**src/rtl/lap_pkg.sv**
```systemverilog
`default_nettype none

package lap_pkg;

  localparam int MAX_TAPS   = 24;
  localparam int HIST_DEPTH = MAX_TAPS + 1;
  localparam int LOOKAHEAD  = 5;
  localparam int IDX_W      = 5;

  // Arithmetic widths, sized for the largest filter length.
  localparam int SIG_W  = 24;
  localparam int GAIN_W = 32;
  localparam int ERR_W  = 25;
  localparam int PROD_W = 57;
  localparam int ACC_W  = 61;

  localparam int DIV_NUM_W = 66;
  localparam int DIV_DEN_W = 52;
  localparam int DIV_QUO_W = 33;
  localparam int DIV_CNT_W = 7;

  // Reciprocals for the two constant divisions of the smoothing step. The
  // reading term divides a value below 2^28 by 125 (product shifted by 35),
  // the feedback term a value below 2^26 by 5 (product shifted by 29); both
  // give the exact floor over those ranges.
  localparam logic [28:0] X_RECIP = 29'd274877907;
  localparam logic [26:0] V_RECIP = 27'd107374183;

  localparam logic [4:0] TAPS_RESET = 5'd5;

  // Datapath actions issued by the controller.
  localparam logic [3:0] ACT_NONE    = 4'd0;
  localparam logic [3:0] ACT_START_X = 4'd1;
  localparam logic [3:0] ACT_START_V = 4'd2;
  localparam logic [3:0] ACT_PUSH    = 4'd3;
  localparam logic [3:0] ACT_MU      = 4'd4;
  localparam logic [3:0] ACT_ERR     = 4'd5;
  localparam logic [3:0] ACT_MU_WR   = 4'd6;
  localparam logic [3:0] ACT_PRED_WR = 4'd7;
  localparam logic [3:0] ACT_OUT     = 4'd8;

  // Multiplier operand selections.
  localparam logic [2:0] MS_POW   = 3'd0;
  localparam logic [2:0] MS_EST   = 3'd1;
  localparam logic [2:0] MS_MUERR = 3'd2;
  localparam logic [2:0] MS_UPD   = 3'd3;
  localparam logic [2:0] MS_PRED  = 3'd4;

  typedef struct packed {
    logic [3:0]       act;
    logic             mul;
    logic [2:0]       msel;
    logic [IDX_W-1:0] idx;
    logic [2:0]       pidx;
    logic             acc_clr;
  } cmd_t;

  typedef struct packed {
    logic             div_busy;
    logic             adapt;
    logic             emit;
    logic             out_free;
    logic [IDX_W-1:0] taps_eff;
  } sts_t;

  function automatic logic signed [23:0] sat24(input logic signed [63:0] x);
    logic signed [23:0] r;
    if (x > 64'sd8388607) r = 24'sh7fffff;
    else if (x < -64'sd8388608) r = 24'sh800000;
    else r = x[23:0];
    return r;
  endfunction

  function automatic logic signed [31:0] sat32(input logic signed [63:0] x);
    logic signed [31:0] r;
    if (x > 64'sd2147483647) r = 32'sh7fffffff;
    else if (x < -64'sd2147483648) r = 32'sh80000000;
    else r = x[31:0];
    return r;
  endfunction

endpackage

`default_nettype wire

```
**src/rtl/lap_ctrl.sv**
```systemverilog
`default_nettype none

module lap_ctrl (
  input  wire logic            clk,
  input  wire logic            rst,
  input  wire logic            in_valid,
  output logic                 in_stall,
  input  wire lap_pkg::sts_t   sts,
  output lap_pkg::cmd_t        cmd
);

  localparam logic [4:0] ST_IDLE  = 5'd0;
  localparam logic [4:0] ST_DIVX  = 5'd1;
  localparam logic [4:0] ST_DIVV  = 5'd2;
  localparam logic [4:0] ST_POW   = 5'd3;
  localparam logic [4:0] ST_POWD  = 5'd4;
  localparam logic [4:0] ST_MU    = 5'd5;
  localparam logic [4:0] ST_EST   = 5'd6;
  localparam logic [4:0] ST_ESTD  = 5'd7;
  localparam logic [4:0] ST_ERR   = 5'd8;
  localparam logic [4:0] ST_MUW   = 5'd9;
  localparam logic [4:0] ST_UMUL  = 5'd10;
  localparam logic [4:0] ST_UMD   = 5'd11;
  localparam logic [4:0] ST_UPD   = 5'd12;
  localparam logic [4:0] ST_UPDD  = 5'd13;
  localparam logic [4:0] ST_PRED  = 5'd14;
  localparam logic [4:0] ST_PREDD = 5'd15;
  localparam logic [4:0] ST_PWR   = 5'd16;
  localparam logic [4:0] ST_OUT   = 5'd17;

  logic [4:0]                state;
  logic [4:0]                state_next;
  logic [lap_pkg::IDX_W-1:0] cnt;
  logic [lap_pkg::IDX_W-1:0] cnt_next;
  logic [2:0]                step_p;
  logic [2:0]                step_p_next;
  logic                      emit;
  logic                      emit_next;
  logic [lap_pkg::IDX_W-1:0] t;

  assign t        = sts.taps_eff;
  assign in_stall = state != ST_IDLE;

  always_comb begin
    state_next  = state;
    cnt_next    = cnt;
    step_p_next = step_p;
    emit_next   = emit;
    cmd         = '0;
    cmd.act     = lap_pkg::ACT_NONE;
    cmd.idx     = cnt;
    cmd.pidx    = step_p;
    case (state)
      ST_IDLE: begin
        if (in_valid) begin
          cmd.act    = lap_pkg::ACT_START_X;
          state_next = ST_DIVX;
        end
      end
      ST_DIVX: begin
        cmd.act    = lap_pkg::ACT_START_V;
        state_next = ST_DIVV;
      end
      ST_DIVV: begin
        cmd.act     = lap_pkg::ACT_PUSH;
        cmd.acc_clr = 1'b1;
        emit_next   = sts.emit;
        cnt_next    = '0;
        state_next  = sts.adapt ? ST_POW : ST_IDLE;
      end
      ST_POW: begin
        cmd.mul  = 1'b1;
        cmd.msel = lap_pkg::MS_POW;
        if (cnt == t - 1'b1) state_next = ST_POWD;
        else cnt_next = cnt + 1'b1;
      end
      ST_POWD: state_next = ST_MU;
      ST_MU: begin
        cmd.act     = lap_pkg::ACT_MU;
        cmd.acc_clr = 1'b1;
        cnt_next    = 5'd1;
        state_next  = ST_EST;
      end
      ST_EST: begin
        cmd.mul  = 1'b1;
        cmd.msel = lap_pkg::MS_EST;
        if (cnt == t) state_next = ST_ESTD;
        else cnt_next = cnt + 1'b1;
      end
      ST_ESTD: state_next = ST_ERR;
      ST_ERR: begin
        cmd.act    = lap_pkg::ACT_ERR;
        state_next = ST_MUW;
      end
      ST_MUW: begin
        if (!sts.div_busy) begin
          cmd.act    = lap_pkg::ACT_MU_WR;
          state_next = ST_UMUL;
        end
      end
      ST_UMUL: begin
        cmd.mul    = 1'b1;
        cmd.msel   = lap_pkg::MS_MUERR;
        state_next = ST_UMD;
      end
      ST_UMD: begin
        cnt_next   = 5'd1;
        state_next = ST_UPD;
      end
      ST_UPD: begin
        cmd.mul  = 1'b1;
        cmd.msel = lap_pkg::MS_UPD;
        if (cnt == t) state_next = ST_UPDD;
        else cnt_next = cnt + 1'b1;
      end
      ST_UPDD: begin
        cmd.acc_clr = 1'b1;
        cnt_next    = 5'd1;
        step_p_next = '0;
        state_next  = ST_PRED;
      end
      ST_PRED: begin
        cmd.mul  = 1'b1;
        cmd.msel = lap_pkg::MS_PRED;
        if (cnt == t) state_next = ST_PREDD;
        else cnt_next = cnt + 1'b1;
      end
      ST_PREDD: state_next = ST_PWR;
      ST_PWR: begin
        cmd.act     = lap_pkg::ACT_PRED_WR;
        cmd.acc_clr = 1'b1;
        if (step_p == 3'(lap_pkg::LOOKAHEAD - 1)) begin
          state_next = emit ? ST_OUT : ST_IDLE;
        end else begin
          step_p_next = step_p + 3'd1;
          cnt_next    = 5'd1;
          state_next  = ST_PRED;
        end
      end
      ST_OUT: begin
        if (sts.out_free) begin
          cmd.act    = lap_pkg::ACT_OUT;
          state_next = ST_IDLE;
        end
      end
      default: state_next = ST_IDLE;
    endcase
  end

  always_ff @(posedge clk) begin
    if (rst) begin
      state  <= ST_IDLE;
      cnt    <= '0;
      step_p <= '0;
      emit   <= 1'b0;
    end else begin
      state  <= state_next;
      cnt    <= cnt_next;
      step_p <= step_p_next;
      emit   <= emit_next;
    end
  end

endmodule

`default_nettype wire

```
**config.mk**
```make
export PLATFORM = sky130hd
export DESIGN_NAME = lap_ctrl
export DESIGN_NICKNAME = d
export VERILOG_FILES = /design/src/rtl/lap_pkg.sv /design/src/rtl/lap_ctrl.sv
export SDC_FILE = /design/constraint.sdc
export NUM_CORES = 1
export LEC_CHECK = 0
export BUFFER_PORTS_ARGS = -buffer_cell sky130_fd_sc_hd__buf_4
export CORE_ASPECT_RATIO = 1.1
export CORE_MARGIN = 3
export CORE_UTILIZATION = 48
export DETAILED_ROUTE_END_ITERATION = 12
export GPL_TIMING_DRIVEN = 0
export PLACE_DENSITY = 0.75
export RECOVER_POWER = 25
export SLEW_MARGIN = 10
export SYNTH_ARGS = -nofsm -noshare
export SYNTH_HDL_FRONTEND = slang
export SYNTH_SLANG_ARGS = --single-unit
export TNS_END_PERCENT = 5
```
**constraint.sdc**
```tcl
create_clock -name clk -period 2 [get_ports clk]
set_clock_uncertainty 0.15 [all_clocks]
set_input_delay 0.4 -clock clk [delete_from_list [all_inputs] [get_ports clk]]
set_output_delay 0.4 -clock clk [all_outputs]
set_load 0.1 [all_outputs]
```
==> flow_summary.toml, run 1 <==
[clock_tree]
root_buffer = "clkbuf_4"
cts_tree = "yes"
worstSkewPairLatency_ns = 0.29
clk_pin_slew_ns = 0.09
cts_buffer_depth = 2
cts_hold_buffers = 0
numCtsBuffers = 3
cts_max_level = 1
cts_sinks = 14

[synthesis]
synth-main-ff-cell = "dfxtp_1"
ys_types = 47
ys_warn_count = 0
syn_inst = 188
synth-seq-area-share_pct = 21.2
async_flop_share_pct = 0
avgSynthCellArea_sq_um = 7.03
synth_edf_count = 0
synth_area_sq_um = 1320
syn_nets = 204
ys_ff_latch = 14

[floorplan]
fp.coreArea_sq_um = 2570
die_area_sq_um = 3420
die_h_um = 61.1
initial_core_util_pct = 51.5
io-pin-count = 30
die_w_um = 56.0
rows = 19

[route]
drc = 0
routedWlPerCell_um = 19.7
drt_iter0_drc = 186
viasPerCell = 6.61
ant_nets = 0
drt-met1-wl_um = 2030
routed_wirelength_um = 5390
met2_length_um = 2590
dr_wl_met3_um = 548
first_pass_iters = 4
vias = 1810
top_layer_used = "met4"

[critical_path]
crit_arrival_ns = 1.74
cp_max_fo = 8
end_kind = "primary output"
cp_data_required_time_ns = 1.45
path_class = "register to primary output"
r2r_slack_ns = -0.21
startpoint_type = "register"

[hold_path]
hold_class = "primary input to register"

[power_and_ir_drop]
total_power_mw = 2.80
p_per_area_nw_per_um2 = 1270
vdd_drop_max_mv = 1.25
leakagePower_nw = 0.898

[timing]
setup_viol = 19
holdWs_ns = 0.221
slew_headroom_pct = 55.7
min_period_over_period_pct = 114
rsz0062_at_grt = "true"
finalHoldViolations = 0
worst_slew_pin_slew_ns = 0.659
max_freq_mhz = 437
min_period_ns = 2.29
fin_setup_tns_ns = -2.65
layout_setup_ws_ns = -0.288
final_max_slew_viol_count = 0

[global_routing]
antenna_found_initial = 0
grt_pass1_vias = 1503
grt_pass1_wl_um = 6980
grt_max_degree = 11
gr-total-overflow = 0
track_usage_pct = 25.8

[placed_design]
place.gp.congestion = 0.962
place_inst = 248
port_buffers = 29
dp.final_hpwl_um = 3070

[job]
cap_violations = 0

[finish]
area_growth_pct = 66.1
n_antenna_cell = 0
nets = 260
fin_cells = 274
fillerInstances = 144
drive_above_1_share_pct = 45.7

[status]
status = "finished, violations left"
violations = "setup timing"
## cell type report
type                    instances  area, sq um  area share, %
clock buffers                   4         36.3           1.65
inverters                      11         45.0           2.05
well taps                      31         38.8           1.77
repair buffers                 51          493           22.4
multi-input cells             149         1080           49.0
plain buffers                  14          203           9.23
flip-flops and latches         14          304           13.8
## per-stage QoR
stage	utilization [%]	setup WS, ns	instance area [sq um]
floorplan	-	-0.265	1460
global placement	66.7	-0.405	1710
global route	85.6	-0.323	2200
finish	85.6	-0.288	2200
detailed placement	66.7	-0.419	1710
CTS	75.8	-0.211	1950
## Yosys cell counts, drive strengths merged, types with 6 or more instances
cell,count,area share [%]
nand2,27,7.7
a21oi,17,6.4
nor2,16,4.5
dfxtp,14,21
inv,11,3.1
buf,10,4.4
nor3,9,3.4
o21ai,9,3.4
nor4,6,3.3
xnor2,6,4.0
## where the power goes
part	total, mW	leakage (nW)	switching, mW	internal (mW)
registers	0.405	0.120	0.0779	0.327
clock network	0.211	0.0210	0.0998	0.111
logic	2.18	0.757	1.27	0.909
## registers in the layout (all words and copies together), names as in the netlist
signal  cells
step_p      3
cnt         5
emit        1
state       5
## path summary, 6_finish.rpt
| check | cells after the start | end | start |
|---|---|---|---|
| setup / recovery | 8 | cmd[15] | state[0] |
| hold / removal | 3 | emit | sts[6] |
| setup reg to reg | 6 | state[1] | state[4] |
| hold reg to reg | 2 | state[4] | emit |
## logic make-up after synthesis
family	share of synthesized area [%]
AOI/OAI and AO/OA	25.1
xor gates and xnor gates	8.33
adders and majority gates	3.78
buffers and inverters	8.61
DFF	21.2
muxes	2.27
and+or+nand+nor	30.7
## layer usage
layer / GRT usage, % / up-vias
li1: - / 796
met1: 32.7 / 840
met2: 44.1 / 141
met3: 3.77 / 33
met4: 12.2 / 0
met5: 0 / -
## layout by cell type, fill, tap and decap left out, types with 6 or more instances in the layout
cell type,synthesis,final
buf_4,0,37
nand2_1,27,25
a21oi_1,17,13
inv_1,11,10
buf_12,0,10
nor2_1,16,10
buf_6,2,9
nor3_1,9,7
dfxtp_2,0,7
xnor2_1,6,6
o21ai_0,9,6
## worst max-delay path, stage by stage, from the launching register on
cell and delay, ns:
dfxtp_4 0.43, buf_8 0.15, nand2_1 0.07, nand2_1 0.11
nor2_1 0.07, a21oi_1 0.17, o32a_1 0.24, nor2_4 0.05
buf_12 0.16
## timing repair
action | in CTS | in global routing
gates cloned | 0 | 2
pin swaps | 5 | 6
setup endpoints to repair | 19 | 21
setup buffers | 0 | 20
resized for setup | 47 | 23
(Power assumes the default switching activity.)
==> run 2, diff against run 1 <==
--- a/config.mk
+++ b/config.mk
@@ -8,10 +8,11 @@
 export BUFFER_PORTS_ARGS = -buffer_cell sky130_fd_sc_hd__buf_4
 export CORE_ASPECT_RATIO = 1.1
 export CORE_MARGIN = 3
-export CORE_UTILIZATION = 48
+export CORE_UTILIZATION = 55
+export CTS_CLUSTER_DIAMETER = 50
 export DETAILED_ROUTE_END_ITERATION = 12
 export GPL_TIMING_DRIVEN = 0
-export PLACE_DENSITY = 0.75
+export PLACE_DENSITY = 0.81
 export RECOVER_POWER = 25
 export SLEW_MARGIN = 10
 export SYNTH_ARGS = -nofsm -noshare
==> constraint.sdc (replaced) <==
create_clock -name clk -period 2.8 [get_ports clk]
set_clock_uncertainty 0.15 [all_clocks]
set_input_delay 0.56 -clock clk [delete_from_list [all_inputs] [get_ports clk]]
set_output_delay 0.56 -clock clk [all_outputs]
set_load 0.1 [all_outputs]
==> flow_summary.toml, run 2 (synthesized netlist as in run 1, its figures left out) <==
[power_and_ir_drop]
p_per_area_nw_per_um2 = 864
vdd_drop_max_mv = 1.24
leakagePower_nw = 0.674
total_power_mw = 1.40

[timing]
setup_viol = 0
rsz0062_at_grt = "false"
finalHoldViolations = 0
layout_setup_ws_ns = 0.0972
slew_headroom_pct = 21.6
max_freq_mhz = 370
worst_slew_pin_slew_ns = 1.18
min_period_ns = 2.70
min_period_over_period_pct = 96.5
final_max_slew_viol_count = 0

[critical_path]
end_kind = "primary output"
cpPeakStageDelay_ns = 0.31
cp_data_required_time_ns = 2.09
crit_top_cell = "buf_2"
cp_slowest_cell = "dfxtp_1"
path_class = "register to primary output"
r2r_slack_ns = 0.56
crit_family = "buffers and inverters"
path_cells = "buf_2, clkbuf_2, buf_2, a31oi_1, o32a_1, nor2_1, buf_4"
startpoint_type = "register"
path_buf_inv = 4
r2r_start = "state[4]"
crit_arrival_ns = 1.99
cp_max_fo = 10
reg2regPathDepth = 7
regToRegEndpoint = "cnt[2]"

[placed_design]
port_buffers = 29
dpl_cell_area_sq_um = 1590
dp_worst_setup_slack_ns = 0.106
place.gp.congestion = 0.906
dp.final_hpwl_um = 2760

[hold_path]
min_from = "emit"
hold_class = "register to register"
hold_depth = 2
min_to = "emit"

[floorplan]
io-pin-count = 30
die_area_sq_um = 3030
rows = 18
die_h_um = 57.4
die_w_um = 52.8
initial_core_util_pct = 58.1
fp.coreArea_sq_um = 2270

[clock_tree]
numCtsBuffers = 3
root_buffer = "clkbuf_4"
worstSkewPairLatency_ns = 0.28
cts_sinks = 14
post_cts_buffers = 0
cts_max_level = 1
cts_tree = "yes"
clk_pin_slew_ns = 0.09
cts_buffer_depth = 2
cts_hold_buffers = 0

[finish]
n_antenna_cell = 0
utilization_pct = 71.0
layout_common_cells = "nand2_1 (27), buf_4 (23), a21oi_1 (17)"
fin_area_sq_um = 1620
fillerInstances = 203
area_growth_pct = 22.1
nets = 238
drive_above_1_share_pct = 21.7
largestRegisters = "cnt (5), state (5), step_p (3)"
final_common_cell = "nand2_1"

[route]
first_pass_iters = 4
routed_wirelength_um = 3620
ant_nets = 0
viasPerCell = 6.04
drc = 0
drt_iter0_drc = 76
vias = 1516
routedWlPerCell_um = 14.4

[status]
status = "finished clean"

[global_routing]
antenna_found_initial = 0
grt_pass1_wl_um = 6110
track_usage_pct = 25.7
gr-total-overflow = 0
grt_max_degree = 11
grt_pass1_vias = 1449

[job]
cap_violations = 0
-- run 2: cell count changes in the layout (fill, tap and decap cells not counted), moves of 7 or more --
cell	previous run	this run
buf_4	37	23
dfxtp_1	3	14
buf_12	10	0
buf_6	9	2
dfxtp_2	7	0
-- run 2: layer usage --
layer / vias up / track usage (%) / wire length [um]
li1: 746 / - / -
met1: 696 / 30.8 / 1520
met5: - / 0 / 0
met2: 66 / 45.9 / 1800
met3: 8 / 4.18 / 260
met4: 0 / 7.66 / 38
-- run 2: worst max path at each step --
| stage | from | cells after the start | slack (ns) | end |
|---|---|---|---|---|
| 2_1_floorplan | state[1] | 7 | -0.64 | cmd[13] |
| 3_3_place_gp | state[1] | 7 | 0.11 | cmd[14] |
| 3_5_place_dp | state[1] | 7 | 0.11 | cmd[14] |
| 4_1_cts | state[3] | 7 | 0.006 | cmd[13] |
| 5_1_grt | state[1] | 7 | 0.003 | cmd[14] |
| 6_report | state[1] | 7 | 0.1 | cmd[14] |
-- run 2: tightest hold or removal path: stages, from the launching register on --
cell and delay, ns:
dfxtp_1 0.34, nand2_1 0.06, a21oi_1 0.05
-- run 2: area by class of cell --
class | instances | area [sq um] | share of cell area (%)
repair buffers | 29 | 195 | 12.1
plain buffers | 14 | 80.1 | 4.96
flip-flops and latches | 14 | 280 | 17.4
clock buffers | 4 | 36.3 | 2.25
well taps | 30 | 37.5 | 2.32
multi-input cells | 149 | 945 | 58.5
inverters | 11 | 41.3 | 2.56
-- run 2: timing repair --
item                                   in CTS  in global routing
setup endpoints to repair                   6                  6
endpoints found under the hold margin       0                  0
gates resized for setup                     3                  5
-- run 2: per-stage QoR --
| stage | hold slack [ns] | instances | setup TNS [ns] |
|---|---|---|---|
| after floorplan | 0.295 | 188 | -2.66 |
| after global placement | 0.328 | 247 | 0 |
| after detailed placement | 0.334 | 247 | 0 |
| after CTS | 0.346 | 251 | 0 |
| after global routing | 0.393 | 251 | 0 |
| final | 0.345 | 251 | 0 |
-- run 2: power breakdown --
group / internal [mW] / total [mW] / switching, mW
combinational: 0.278 / 0.989 / 0.711
clock: 0.0791 / 0.146 / 0.0671
sequential: 0.226 / 0.260 / 0.0342
